**src/rmq_pkg.sv**
```systemverilog
// ----------------------------------------------------------------------------
// Rotation matrix to quaternion: shared package
// Number format, word types, branch codes and saturation for the pipeline.
// ----------------------------------------------------------------------------
`default_nettype none

package rmq_pkg;

  localparam int ELEMENT_WIDTH = 16;
  localparam int FRAC_BITS     = ELEMENT_WIDTH - 2;
  localparam int SUM_WIDTH     = ELEMENT_WIDTH + 3;
  localparam int ARG_WIDTH     = ELEMENT_WIDTH + 2;
  localparam int RAD_WIDTH     = ARG_WIDTH + FRAC_BITS;
  localparam int ROOT_WIDTH    = (RAD_WIDTH + 1) / 2;
  localparam int MAG_WIDTH     = ELEMENT_WIDTH + 1;
  localparam int NUM_WIDTH     = MAG_WIDTH + FRAC_BITS + 1;
  localparam int LANES         = 3;

  typedef logic signed [ELEMENT_WIDTH-1:0] elem_t;

  localparam elem_t ELEM_MAX = {1'b0, {(ELEMENT_WIDTH-1){1'b1}}};
  localparam elem_t ELEM_MIN = {1'b1, {(ELEMENT_WIDTH-1){1'b0}}};
  localparam logic [NUM_WIDTH-1:0] NUM_POS_LIM =
    NUM_WIDTH'((64'd1 << (ELEMENT_WIDTH-1)) - 64'd1);
  localparam logic [NUM_WIDTH-1:0] NUM_NEG_LIM =
    NUM_WIDTH'(64'd1 << (ELEMENT_WIDTH-1));

  typedef struct packed {
    elem_t row1_col1;
    elem_t row1_col2;
    elem_t row1_col3;
    elem_t row2_col1;
    elem_t row2_col2;
    elem_t row2_col3;
    elem_t row3_col1;
    elem_t row3_col2;
    elem_t row3_col3;
  } in_word_t;

  typedef struct packed {
    elem_t quat_x;
    elem_t quat_y;
    elem_t quat_z;
    elem_t quat_w;
    logic  degenerate;
  } out_word_t;

  typedef enum logic [1:0] {
    BR_W = 2'd0,
    BR_X = 2'd1,
    BR_Y = 2'd2,
    BR_Z = 2'd3
  } branch_t;

  typedef struct packed {
    logic             degen;
    branch_t          branch;
    logic [LANES-1:0] neg;
  } ctl_t;

  typedef logic [LANES-1:0][MAG_WIDTH-1:0] mag_t;
  typedef logic [LANES-1:0][NUM_WIDTH-1:0] quo_t;

  function automatic elem_t sat_quo(input logic neg, input logic [NUM_WIDTH-1:0] q);
    logic [NUM_WIDTH-1:0] nq;
    elem_t                res;
    nq = -q;
    if (!neg) begin
      res = (q > NUM_POS_LIM) ? ELEM_MAX : elem_t'(q[ELEMENT_WIDTH-1:0]);
    end else begin
      res = (q > NUM_NEG_LIM) ? ELEM_MIN : elem_t'(nq[ELEMENT_WIDTH-1:0]);
    end
    return res;
  endfunction

endpackage

`default_nettype wire

```
**src/rmq_sqrt.sv**
```systemverilog
// ----------------------------------------------------------------------------
// Rotation matrix to quaternion: square-root pipeline
// Digit-by-digit integer square root, one root bit per register stage.
// ----------------------------------------------------------------------------
`default_nettype none

module rmq_sqrt (
  input  wire logic                              clk,
  input  wire logic                              rst_n,
  input  wire logic                              in_vld,
  input  wire rmq_pkg::ctl_t                     in_ctl,
  input  wire logic [rmq_pkg::ARG_WIDTH-1:0]     in_arg,
  input  wire rmq_pkg::mag_t                     in_mag,
  output logic                                   out_vld,
  output rmq_pkg::ctl_t                          out_ctl,
  output logic [rmq_pkg::ROOT_WIDTH-1:0]         out_root,
  output rmq_pkg::mag_t                          out_mag
);

  localparam int RW  = rmq_pkg::ROOT_WIDTH;
  localparam int NS  = 2 * RW;
  localparam int RMW = RW + 2;

  logic [RW:0]         vld_r;
  rmq_pkg::ctl_t       ctl_r  [RW+1];
  logic [RMW-1:0]      rem_r  [RW+1];
  logic [RW-1:0]       root_r [RW+1];
  logic [NS-1:0]       rad_r  [RW+1];
  rmq_pkg::mag_t       mag_r  [RW+1];

  assign vld_r[0]  = in_vld;
  assign ctl_r[0]  = in_ctl;
  assign rem_r[0]  = '0;
  assign root_r[0] = '0;
  assign rad_r[0]  = NS'({in_arg, {rmq_pkg::FRAC_BITS{1'b0}}});
  assign mag_r[0]  = in_mag;

  for (genvar i = 0; i < RW; i++) begin : g_stage
    logic [RMW-1:0] remx;
    logic [RMW-1:0] trial;
    logic           take;
    logic [RMW-1:0] rem_nxt;
    logic [RW-1:0]  root_nxt;

    assign remx     = {rem_r[i][RMW-3:0], rad_r[i][NS-1 -: 2]};
    assign trial    = {root_r[i], 2'b01};
    assign take     = (remx >= trial);
    assign rem_nxt  = take ? (remx - trial) : remx;
    assign root_nxt = {root_r[i][RW-2:0], take};

    always_ff @(posedge clk) begin
      if (!rst_n) begin
        vld_r[i+1] <= 1'b0;
      end else begin
        vld_r[i+1] <= vld_r[i];
      end
    end

    always_ff @(posedge clk) begin
      ctl_r[i+1]  <= ctl_r[i];
      rem_r[i+1]  <= rem_nxt;
      root_r[i+1] <= root_nxt;
      rad_r[i+1]  <= rad_r[i] << 2;
      mag_r[i+1]  <= mag_r[i];
    end
  end

  assign out_vld  = vld_r[RW];
  assign out_ctl  = ctl_r[RW];
  assign out_root = root_r[RW];
  assign out_mag  = mag_r[RW];

endmodule

`default_nettype wire

```
**config.mk**
```make
export PLATFORM = sky130hd
export DESIGN_NAME = rmq_sqrt
export DESIGN_NICKNAME = d
export VERILOG_FILES = /design/src/rmq_pkg.sv /design/src/rmq_sqrt.sv
export SDC_FILE = /design/constraint.sdc
export NUM_CORES = 1
export LEC_CHECK = 0
export ABC_AREA = 0
export BUFFER_PORTS_ARGS = -buffer_cell sky130_fd_sc_hd__buf_2
export CAP_MARGIN = 20
export CORE_MARGIN = 2
export CORE_UTILIZATION = 59
export CTS_BUF_LIST = sky130_fd_sc_hd__clkbuf_16
export DETAILED_ROUTE_END_ITERATION = 8
export PLACE_DENSITY_LB_ADDON = 0.15
export SLEW_MARGIN = 15
export SYNTH_ARGS = -nofsm -noshare
export SYNTH_HDL_FRONTEND = slang
export SYNTH_SLANG_ARGS = --single-unit
```
**constraint.sdc**
```tcl
create_clock -name clk -period 3.7 [get_ports clk]
set_input_delay 0.185 -clock clk [delete_from_list [all_inputs] [get_ports clk]]
set_output_delay 0.185 -clock clk [all_outputs]
set_load 0.05 [all_outputs]
```
# Yosys cells after proc, flatten, opt, wreduce, memory -nomap -nowiden
# Index checks and enable logic that the tools add are counted.
[classes]
add_sub_neg = 15
mul = 0
n_div = 0
n_lt_le_gt_ge = 16
eq_ne = 0
shifts = 0
n_mux = 15
n_bitwise = 0
reduce_logical = 0
[op_table]
columns = ["op", "n"]
rows = [
  ["$mux 16", 14],
  ["$ge 18x10->1", 1],
  ["$ge 18x11->1", 1],
  ["$ge 18x12->1", 1],
  ["$ge 18x13->1", 1],
  ["$ge 18x14->1", 1],
  ["$ge 18x15->1", 1],
  ["$ge 18x16->1", 1],
  ["$ge 18x17->1", 1],
  ["$ge 18x3->1", 1],
  ["$ge 18x4->1", 1],
  ["$ge 18x5->1", 1],
  ["$ge 18x6->1", 1],
  ["$ge 18x7->1", 1],
  ["$ge 18x8->1", 1],
  ["$ge 18x9->1", 1],
  ["$sub 16x10->16", 1],
  ["$sub 16x11->16", 1],
  ["$sub 16x12->16", 1],
  ["$sub 16x13->16", 1],
  ["$sub 16x14->16", 1],
  ["$sub 16x15->16", 1],
  ["$sub 16x16->16", 1],
  ["$sub 16x3->16", 1],
  ["9 further kinds", 9],
]
[word_totals]
regBits = 1363
latchBits = 0
ram_bits = 0
mem_bits_ro = 0
in_bits = 78
out_inout_bits = 74
elab_cells = 204
mem_count = 0

# Longest topological paths before layout
# Gate-level depths: netlist of run 1.
[logic_depth]
ltp_word = 2
ltp_mapped = 13
depth_no_buf = 11

# Worst setup path before layout of run 1
# Ideal clock, no wire load.
[synth_timing]
path_type = "register to register"
start = "register rem_r, in the netlist g_stage[14].remx[2]"
end = "register rem_r, in the netlist g_stage[15].remx[10]"
setup_ns = 0.121
arrival_time_ns = 2.714
required_ns = 3.579
slack_ns = 0.865
stages_incl_launch_ff = 12
n_path_buf = 1
period_less_slack_ns = 2.835
cell_sequence = "dfxtp_1 > ha_1 > inv_1 > fa_1 > nor2b_1 > o31a_1 > o21ai_1 > o21a_1 > o21a_1 > o21ai_1 > buf_2 > mux2_2"
[synth_via]
elab_chain_cells = 2
elab_cells_between_ends = 3
cone_classes = "1 x add/sub; 1 x order compare; 1 x mux"
[synth_rtl]
columns = ["item", "line", "source"]
rows = [
  ["start: declaration", "rmq_sqrt.sv:26", "logic [RMW-1:0] rem_r [RW+1];"],
  ["start signal: indexed assignment", "rmq_sqrt.sv:61", "rem_r[i+1] <= rem_nxt;"],
  ["$sub 16x16->16 or $ge 18x16->1 (tied branches)", "rmq_sqrt.sv:48, rmq_sqrt.sv:47", ""],
  ["$mux 16 *", "rmq_sqrt.sv:48", "assign rem_nxt = take ? (remx - trial) : remx;"],
  ["net g_stage[14].rem_nxt[8]", "rmq_sqrt.sv:42", "logic [RMW-1:0] rem_nxt;"],
]
# Mark *: on every way through the listed nets, which the timed path passes. The rest lies on a longest branch.
# A chain may end at the register's enable or synchronous reset.

# Final worst setup path of run 1
[layout_timing]
start = "register rem_r, in the netlist g_stage[12].remx[2]"
end = "register rem_r, in the netlist g_stage[13].remx[5]"
[layout_via]
elab_chain_cells = 2
elab_cells_between_ends = 3
cone_classes = "1 x add/sub; 1 x order compare; 1 x mux"
[layout_rtl]
columns = ["item", "line"]
rows = [
  ["$sub 16x14->16 or $ge 18x14->1 (tied branches)", "rmq_sqrt.sv:48, rmq_sqrt.sv:47"],
  ["$mux 16 *", "rmq_sqrt.sv:48"],
  ["net g_stage[12].rem_nxt[3]", "rmq_sqrt.sv:42"],
]
# Marked as above.

==> out/qor.yml, run 1 <==
run_status:
  run_status: "finished, final reports clean"
logic_synthesis:
  synth_ff_type: "dfxtp_1"
  netlist_instances: 2685
  netlist_area_um2: 36100
  synth.avg_cell_area_um2: 13.5
  ys_async_sr_fraction: 0
  yosysTopAreaCell: "dfxtp_1"
  ys_types: 71
  ys_top_cells_by_area: "dfxtp_1, ha_1, inv_1"
  yosysWarnings: 0
  ys_ff_latch: 1354
  syn_nets: 2908
  synth-edff-count: 0
  yosysTopAreaCellShare: 0.750
  synth_seq_area_share: 0.750
layout:
  finalInstanceArea_um2: 42100
  syn2layout_area_growth_pct: 16.6
  seq_area_um2: 27100
  fill_cells: 4094
  final_layout_size_suffix_gt1_frac: 0.126
  nets: 3187
  diodes: 0
  multi_input_area_um2: 7820
sta:
  worstMarginPinSlew_ps: 853
  finalHoldViolations: 0
  period_share: 0.788
  rsz0062_at_grt: "no"
  finClkSkew_ps: 41.3
  fin_tns_setup_ps: 0
  slew_violations: 0
  setup_violations: 0
  max_slew_margin: 0.428
  fmax_mhz: 343
  fin_crit_ps: 2920
hold_path:
  hold_class: "primary input to flop"
drt:
  wl_mm: 53.9
  drtAntennaViolNets: 0
  firstDrtPassIters: 5
  wl_per_cell_um: 14.0
  vias: 18300
  drt_iter0_markers: 599
  vias_per_cell: 4.75
  drcViolationCount: 0
pwr:
  vdd_drop_max_uv: 669
  p_leak_nw: 19.2
  cellPowerDensity_nw_per_um2: 781
  fin_total_pwr_mw: 32.9
floorplanning:
  placementRows: 90
  die_height_um: 251
  initial_core_util: 0.597
  die-area_um2: 63200
  num_io_pins: 152
  die_w_um: 251
  core_area_um2: 60500
worst_setup_path:
  cp-startpoint: "g_stage[12].remx[2]"
  crit_fanout: 21
  worst-path-buf-inv: 2
  max_stage_delay_ps: 420
  rr_worst_depth: 11
  crit_chain: "ha_1, inv_1, fa_1, nor2b_1, o31a_1, o31a_1, o41a_1, o31ai_2, buf_4, nand2_1, o21ai_0"
  endpoint_kind: "flop"
  cp_top_family: "compound AO/OA/AOI/OAI gates"
  cp-start-kind: "flop"
  critPathKind: "flop to flop"
  ff2ff_setup_slack_ps: 780
  arrival_ps: 3470
  endpoint: "g_stage[13].remx[5]"
  cp_num_cells: 11
  r2r-end: "g_stage[13].remx[5]"
  cp.required_ps: 4260
  slowest_stage: "o31ai_2"
  path_common_cell: "o31a_1"
  rr_startpoint: "g_stage[12].remx[2]"
cts:
  root_buffer: "clkbuf_16"
  cts_tree: "done"
  path_clk_slew_ps: 60
  ctsHtreeMaxLevel: 3
  hold_buffers: 79
  cts_resized: 0
  clock_path_buffers: 3
  cts_buffers: 115
  clk-insertion-delay-late_ps: 670
  postCtsSetupBuffers: 0
  clock-sinks: 1354
flow_run:
  maxCapViolCount: 0
global_routing:
  grt_usage: 0.173
  grt_max_degree: 22
  antenna_found_initial: 0
  overflow: 0
  grt_pass1_wl_mm: 88.9
  grt_pass1_vias: 19100
placement:
  gp_congestion: 0.834
  io_buffers: 151
  post_dp_cell_area_um2: 37400
  dp.final_hpwl_mm: 33.0
worst register-to-register path, stage by stage (launching register included):
cell     delay, ps
dfxtp_1        340
ha_1           220
inv_1           70
fa_1           210
nor2b_1         80
o31a_1         290
o31a_1         300
o41a_1         380
o31ai_2        420
buf_4          310
nand2_1        110
o21ai_0         90
cell usage after synthesis (14+ instances only):
library cell,number
xnor2_1,64
xor2_1,71
a21o_1,29
o31ai_1,14
inv_1,178
ha_1,139
and2_1,25
dfxtp_1,1354
a21oi_1,90
nor2_1,102
nor3_1,54
clkbuf_1,15
nor4_1,17
nand2b_1,23
nand2_1,75
buf_4,57
mux2_2,34
nor2b_1,22
or3_1,30
o21ai_0,71
o21a_1,36
flip-flops by register name, indices dropped and copies added, names as in the netlist:
| name | count |
|---|---|
| g_stage.root_nxt | 120 |
| vld_r | 15 |
| rad_r | 56 |
| out_mag | 51 |
| ctl_r | 90 |
| out_root | 16 |
| mag_r | 765 |
| g_stage.remx | 234 |
| out_ctl | 6 |
| out_vld | 1 |
power breakdown:
group / internal, mW / leakage [nW] / switching [mW]
Combinational: 1.82 / 5.86 / 2.02
Clock: 6.90 / 1.96 / 5.19
Sequential: 16.2 / 11.4 / 0.799
cells by family after synthesis:
group           after synthesis  synth area share
compound gates              327            0.0576
mux                          45            0.0136
fa+ha+maj                   145            0.0515
flops                      1354             0.750
simple gates                420            0.0607
buf+inv                     258            0.0333
other cells                   1          0.000104
xor+xnor                    135            0.0327
through the flow:
step	utilization	instances	worst slack [ps]	hold slack [ps]
floorplan	-	2685	865	213
global placement	0.619	3550	900	287
detailed placement	0.619	3550	826	289
CTS	0.697	3843	787	76.4
global route	0.697	3843	635	77.0
finish	0.697	3843	783	129
layer usage:
layer	vias to the layer above	wire, um	global-route usage
met5	-	0	0
li1	9367	-	-
met4	0	1940	0.0765
met1	8473	21500	0.183
met2	287	28300	0.326
met3	126	2050	0.0400
cells in the final DEF (no fill, tap or decap), types with 8 or more instances in the layout:
cell type	n
dfxtp_1	1354
bufinv_16	17
o21a_1	36
nand2b_1	23
inv_1	197
o21ai_1	11
or3_1	30
xnor2_1	64
clkinv_1	24
nor2b_1	22
mux2i_1	11
mux2_2	34
o21ai_0	71
a21boi_0	8
buf_2	151
nor3_1	54
a21oi_1	90
clkbuf_16	115
nor2_1	102
o31ai_1	14
dlygate4sd3_1	79
nor4_1	17
buf_4	10
clkinvlp_4	9
nand4_1	11
and2_1	25
clkinv_2	21
a21o_1	29
nand3_1	11
nand2_1	75
ha_1	139
xor2_1	71
worst min-delay path by stage:
stage	to	slack [ps]	startpoint	depth (start not counted)
floorplan	ctl_r[90]	210	in_ctl[0]	0
global placement	rad_r[500]	290	in_arg[4]	1
detailed placement	mag_r[773]	290	in_mag[8]	1
CTS	mag_r[773]	80	in_mag[8]	2
global route	mag_r[790]	80	in_mag[25]	2
finish	rad_r[508]	130	in_arg[12]	2
area by class of cell:
cell class / instances / share of cell area
multi-input combinational: 1073 / 0.186
clock buffer: 115 / 0.0683
tap: 782 / 0.0232
inverter: 180 / 0.0160
sequential: 1354 / 0.643
clock inverter: 99 / 0.0248
timing repair buffer: 240 / 0.0385
Note: power is estimated with default switching activity, not from simulation.
==> run 2, diff against run 1 <==
Clock period 3.7 ns to 2.8 ns, I/O delays scaled along.
==> out/qor.yml, run 2 (synthesized netlist as in run 1, its figures left out) <==
floorplanning:
  core_area_um2: 60500  # unchanged
  initial_core_util: 0.597  # unchanged
  die-area_um2: 63200  # unchanged
  num_io_pins: 152  # unchanged
  placementRows: 90  # unchanged
  die_height_um: 251  # unchanged
  die_w_um: 251  # unchanged
cts:
  root_buffer: "clkbuf_16"
  cts_buffers: 117  # +1.7%
  path_clk_slew_ps: 60  # about the same
  clock-sinks: 1354  # unchanged
  clock_path_buffers: 3  # unchanged
  ctsHtreeMaxLevel: 3  # unchanged
  cts_tree: "done"
  clk-insertion-delay-late_ps: 680  # about the same
placement:
  gp_congestion: 0.854  # +2.3%
  dp_cells: 3559  # +0.25%
  io_buffers: 151  # unchanged
  post_dp_cell_area_um2: 37500  # +0.22%
  dp.final_hpwl_mm: 32.9  # -0.22%
global_routing:
  grt_pass1_vias: 18900  # -0.93%
  grt_pass1_wl_mm: 87.9  # -1.1%
  overflow: 0  # unchanged
  grt_max_degree: 20  # -9.1%
  grt_usage: 0.171  # -0.00264
  antenna_found_initial: 0  # unchanged
pwr:
  clkPwrFrac: 0.369  # about the same
  p_int_mw: 33.2  # +34%
  cellPowerDensity_nw_per_um2: 1040  # +33%
  comb_power_share: 0.122  # +0.005
  p_leak_nw: 19.3  # +0.61%
  switching_power_mw: 10.8  # +35%
  seqPwrFrac: 0.509  # -0.006
  vdd_drop_max_uv: 771  # +15%
  p_sw_frac: 0.246  # +0.00205
layout:
  stdcell_count: 3868  # +0.65%
  final_cell_mix: "dfxtp_1, inv_1, buf_2"
  final_common_cell: "dfxtp_1"
  diodes: 0  # unchanged
  largest_reg_flops: 765  # unchanged
  syn2layout_area_growth_pct: 17.6
  largest_register: "mag_r"
  fill_cells: 4042  # -1.3%
  final_layout_size_suffix_gt1_frac: 0.137  # +0.0103
  finalInstanceArea_um2: 42500  # +0.81%
  fin_util: 0.702  # +0.00565
  nets: 3210  # +0.72%
hold_path:
  hold_class: "primary input to flop"
  hold_path_depth: 2  # unchanged
  min_from: "in_arg[13]"
  min_to: "rad_r[509]"
worst_setup_path:
  rr_startpoint: "g_stage[12].root_nxt[1]"
  cp.required_ps: 3330  # -930 ps
  endpoint_kind: "flop"
  slowest_stage: "o41a_1"
  r2r-end: "g_stage[13].remx[5]"
  rr_worst_depth: 12  # +1
  cp-start-kind: "flop"
  crit_fanout: 9  # -57%
  ff2ff_setup_slack_ps: 70  # -720 ps
  max_stage_delay_ps: 400  # -20 ps
  crit_chain: "inv_1, ha_2, inv_1, fa_2, nor2b_1, o31a_1, o31a_1, o41a_1, o31ai_4, buf_4, buf_6, o21ai_0"
  arrival_ps: 3260  # -210 ps
  critPathKind: "flop to flop"
drt:
  wl_mm: 53.9  # +0.15%
  firstDrtPassIters: 5  # unchanged
  drt_iter0_markers: 667  # +11%
  vias_per_cell: 4.76  # +0.32%
  drcViolationCount: 0  # unchanged
  drtAntennaViolNets: 0  # unchanged
  wl_per_cell_um: 13.9  # -0.49%
  vias: 18400  # +0.97%
sta:
  finClkSkew_ps: 39.5  # -1.75 ps
  period_share: 0.976  # +0.187
  slew_violations: 0  # unchanged
  worstMarginPinSlew_ps: 1040  # +190 ps
  fmax_mhz: 366  # +6.8%
  finalHoldViolations: 0  # unchanged
  setup_violations: 0  # unchanged
  fin_crit_ps: 2730  # -185 ps
  max_slew_margin: 0.287  # -0.141
run_status:
  run_status: "finished, final reports clean"
flow_run:
  maxCapViolCount: 0  # unchanged
-- run 2: changes by cell type in the layout (fill, tap and decap cells not counted), moves of 3 or more --
| cell | before | now |
|---|---|---|
| buf_4 | 10 | 25 |
| clkinv_1 | 24 | 30 |
| clkinv_2 | 21 | 16 |
| clkinvlp_4 | 9 | 14 |
| inv_1 | 197 | 192 |
| buf_6 | 0 | 4 |
| clkbuf_16 | 115 | 118 |
-- run 2: what timing repair did --
action | CTS | global route
cloned | 0 | 2
resized for setup | 0 | 20
buffers inserted | 1 | 9
endpoints found under the hold margin | 92 | 0
hold buffers | 79 | 0
setup endpoints to repair | 12 | 44
pin swaps | 2 | 5
-- run 2: per-layer routing --
| metal | share of wire | wire (um) | vias to the layer above | GRT usage |
|---|---|---|---|---|
| met5 | 0 | 0 | - | 0 |
| met4 | 0.031 | 1660 | 0 | 0.0684 |
| met3 | 0.033 | 1790 | 126 | 0.0350 |
| met2 | 0.53 | 28600 | 318 | 0.323 |
| met1 | 0.41 | 21900 | 8566 | 0.185 |
| li1 | - | - | 9420 | - |
-- run 2: worst max path at each step --
| stage | slack [ps] | startpoint | cells after the start | to |
|---|---|---|---|---|
| floorplan | 60 | g_stage[14].remx[2] | 11 | g_stage[15].remx[10] |
| global placement | 70 | g_stage[14].remx[2] | 11 | g_stage[15].remx[4] |
| detailed placement | 10 | g_stage[14].remx[2] | 11 | g_stage[15].remx[9] |
| CTS | 2 | g_stage[14].remx[2] | 11 | g_stage[15].remx[9] |
| global route | -50 | g_stage[12].root_nxt[1] | 13 | g_stage[13].remx[9] |
| finish | 70 | g_stage[12].root_nxt[1] | 12 | g_stage[13].remx[5] |
-- run 2: power groups by stage --
stage | sequential, mW | clock [mW] | combinational, mW
final | 22.4 | 16.2 | 5.39
after global routing | 22.6 | 17.4 | 6.01
after CTS | 22.4 | 16.6 | 5.18
after detailed placement | 22.8 | 0 | 5.01
after global placement | 22.7 | 0 | 4.83
after floorplan | 22.6 | 0 | 3.98
-- run 2: worst max-delay path, delay by kind of cell, from the launching register on --
family,cells,cell delay (ps)
AO/OA/AOI/OAI,5,1380
adder cells (fa/ha/maj),2,380
buffers and inverters,4,440
flip-flops,1,340
AND/OR/NAND/NOR,1,60
-- run 2: metrics by stage --
| step | setup TNS [ps] | power, mW | hold slack, ps | setup WS [ps] |
|---|---|---|---|---|
| finish | 0 | 44.1 | 71.7 | 68.1 |
| floorplan | 0 | 26.6 | 168 | 64.2 |
| global route | -383 | 46.1 | 32.9 | -48.4 |
| global placement | 0 | 27.6 | 242 | 72.7 |
| detailed placement | 0 | 27.8 | 244 | 11.6 |
| CTS | 0 | 44.2 | 24.4 | 1.50 |
-- run 2: area by class of cell --
cell class	count	area, um2	area share
repair buffers	261	1820	0.0430
clock buffers	117	2930	0.0689
inverters	180	676	0.0159
well taps	782	978	0.0230
flip-flops and latches	1354	27100	0.638
multi-input cells	1073	7870	0.185
clock inverters	101	1080	0.0255
==> run 3, diff against run 2 <==
Settings changed: ABC_AREA 0 to 1, CORE_UTILIZATION 59 to 60.
==> out/qor.yml, run 3 <==
logic_synthesis:
  yosysWarnings: 0  # unchanged
  synth_most_common_cell: "dfxtp_1"
  syn_nets: 4019  # +38%
  synth_seq_area_share: 0.685  # -0.0656
  synth-edff-count: 0  # unchanged
  ys_top_cells_by_area: "dfxtp_1, nand2_1, inv_1"
  synth.avg_cell_area_um2: 10.4  # -22%
  ys_ff_latch: 1354  # unchanged
  ys_types: 45  # -37%
  synth_ff_type: "dfxtp_1"
  ys_async_sr_fraction: 0  # unchanged
  netlist_area_um2: 39600  # +9.6%
  yosysTopAreaCell: "dfxtp_1"
  netlist_instances: 3796  # +41%
  synth_common_cells: "dfxtp_1, nand2_1, inv_1"
  yosysTopAreaCellShare: 0.685  # -0.0656
worst_setup_path:
  ff2ff_setup_slack_ps: 560  # +490 ps
  cp.required_ps: 3370  # +40 ps
  endpoint_kind: "flop"
  rr_worst_depth: 11  # -1
  arrival_ps: 2810  # -450 ps
  rr_startpoint: "g_stage[7].root_nxt[2]"
  crit_fanout: 16  # +7
  critPathKind: "flop to flop"
  r2r-end: "g_stage[8].remx[3]"
  cp-start-kind: "flop"
sta:
  worstMarginPinSlew_ps: 662  # -380 ps
  fin_crit_ps: 2240  # -487 ps
  slew_violations: 0  # unchanged
  fmax_mhz: 445  # +22%
  period_share: 0.802  # -0.174
  rsz0062_at_grt: "no"
  setup_violations: 0  # unchanged
  max_slew_margin: 0.557  # +0.270
  fin_tns_setup_ps: 0  # unchanged
  finClkSkew_ps: 70.7  # +31.2 ps
  finalHoldViolations: 0  # unchanged
hold_path:
  min_from: "in_mag[23]"
  min_to: "mag_r[788]"
  hold_path_depth: 2  # unchanged
  hold_class: "primary input to flop"
drt:
  firstDrtPassIters: 5  # unchanged
  wl_mm: 64.8  # +20%
  drtAntennaViolNets: 0  # unchanged
  drt_iter0_markers: 1025  # +54%
  vias_per_cell: 4.55  # -4.5%
  drcViolationCount: 0  # unchanged
  wl_per_cell_um: 12.9  # -7.7%
  vias: 22900  # +24%
placement:
  dp_cells: 4733  # +33%
  dp.final_hpwl_mm: 43.7  # +33%
  post_dp_cell_area_um2: 40800  # +8.8%
  io_buffers: 151  # unchanged
  gp_congestion: 0.873  # +2.3%
layout:
  largest_register: "mag_r"
  finalInstanceArea_um2: 45500  # +7.1%
  final_common_cell: "dfxtp_1"
  final_cell_mix: "dfxtp_1, nand2_1, inv_1"
  diodes: 0  # unchanged
  nets: 4293  # +34%
  fill_cells: 4881  # +21%
  stdcell_count: 5035  # +30%
  largest_reg_flops: 765  # unchanged
  final_layout_size_suffix_gt1_frac: 0.113  # -0.0241
  syn2layout_area_growth_pct: 14.9
global_routing:
  grt_pass1_wl_mm: 107  # +21%
  grt_usage: 0.193  # +0.0229
  overflow: 0  # unchanged
  grt_max_degree: 20  # unchanged
  antenna_found_initial: 0  # unchanged
  grt_pass1_vias: 22600  # +20%
floorplanning:
  initial_core_util: 0.604  # +0.00687
  die-area_um2: 68000  # +7.6%
  core_area_um2: 65500  # +8.3%
  num_io_pins: 152  # unchanged
  placementRows: 94  # +4.4%
  die_w_um: 261  # +3.7%
  die_height_um: 261  # +3.7%
cts:
  path_clk_slew_ps: 70  # about the same
  clock_path_buffers: 3  # unchanged
  hold_buffers: 79  # unchanged
  clk-insertion-delay-late_ps: 700  # +20 ps
  cts_buffers: 120  # +2.6%
  postCtsSetupBuffers: 0  # -1
  cts_tree: "done"
  ctsHtreeMaxLevel: 3  # unchanged
  root_buffer: "clkbuf_16"
  cts_resized: 0  # unchanged
  clock-sinks: 1354  # unchanged
pwr:
  cellPowerDensity_nw_per_um2: 1010  # -2.4%
  vdd_drop_max_uv: 600  # -22%
  p_leak_nw: 22.5  # +17%
flow_run:
  maxCapViolCount: 0  # unchanged
run_status:
  run_status: "finished, final reports clean"
## run 3: changes by cell type after synthesis, sizes merged, moves of 23 or more
cell,change
inv,+346
a21o,-26
nand4,+40
nand2,+839
a21oi,+30
nor3,-25
o21a,-36
nor2,+102
or3,-30
mux2,-34
nand3,+170
xnor2,-40
nand2b,-23
## run 3: worst max-delay path by stage
stage | from | endpoint | slack [ps]
after floorplan | g_stage[10].remx[2] | g_stage[11].remx[11] | 910
after global placement | g_stage[9].root_nxt[1] | g_stage[10].remx[12] | 620
after detailed placement | g_stage[9].root_nxt[1] | g_stage[10].remx[4] | 570
after CTS | g_stage[9].root_nxt[1] | g_stage[10].remx[12] | 550
after global routing | g_stage[9].root_nxt[1] | g_stage[10].remx[17] | 290
final | g_stage[7].root_nxt[2] | g_stage[8].remx[3] | 560
## run 3: per-layer routing
metal  vias to the layer above  part of all wire  GRT usage
met5                         -                 0          0
met4                         0             0.022     0.0648
met3                       113             0.038     0.0330
met2                       350              0.50      0.349
met1                     10200              0.44      0.233
li1                      12200                 -          -
## run 3: where the power goes
group	switching (mW)	total, mW	internal, mW
clock network	6.88	15.8	8.91
registers	1.18	22.6	21.4
logic	4.87	7.66	2.78
## run 3: area by class of cell
class                   count  area [um2]  area share
well taps                 864        1080      0.0238
multi-input cells        1839        9870       0.217
flip-flops and latches   1354       27100       0.596
clock buffers             121        3030      0.0665
repair buffers            230        1550      0.0340
inverters                 525        1980      0.0435
clock inverters           102         887      0.0195
## run 3: through the flow
step	setup WS [ps]	utilization	hold slack, ps	total power, mW
global route	292	0.695	42.4	48.6
floorplan	907	-	168	28.7
CTS	545	0.695	19.1	46.6
detailed placement	570	0.623	244	30.5
finish	555	0.695	69.9	46.1
global placement	616	0.623	242	30.4
## run 3: cell families (layout without fill, tap and decap cells)
logic type | Yosys count | count (layout) | share of synthesized area
flops | 1354 | 1354 | 0.685
fa+ha+maj | 145 | 145 | 0.0470
simple gates | 1414 | 1414 | 0.154
other cells | 1 | 1 | 0.0000947
compound gates | 202 | 202 | 0.0311
xor+xnor | 77 | 77 | 0.0170
buf+inv | 603 | 978 | 0.0658
## run 3: critical path, stage by stage, from the launching register on
cell     delay, ps
dfxtp_1        390
inv_1           60
ha_1           360
nand2_1        110
nand2_1         80
a21oi_2        130
nand2_2        110
nand2_4         90
nand2_2         70
nor2_4         490
nand2_1        100
nand2_1        160
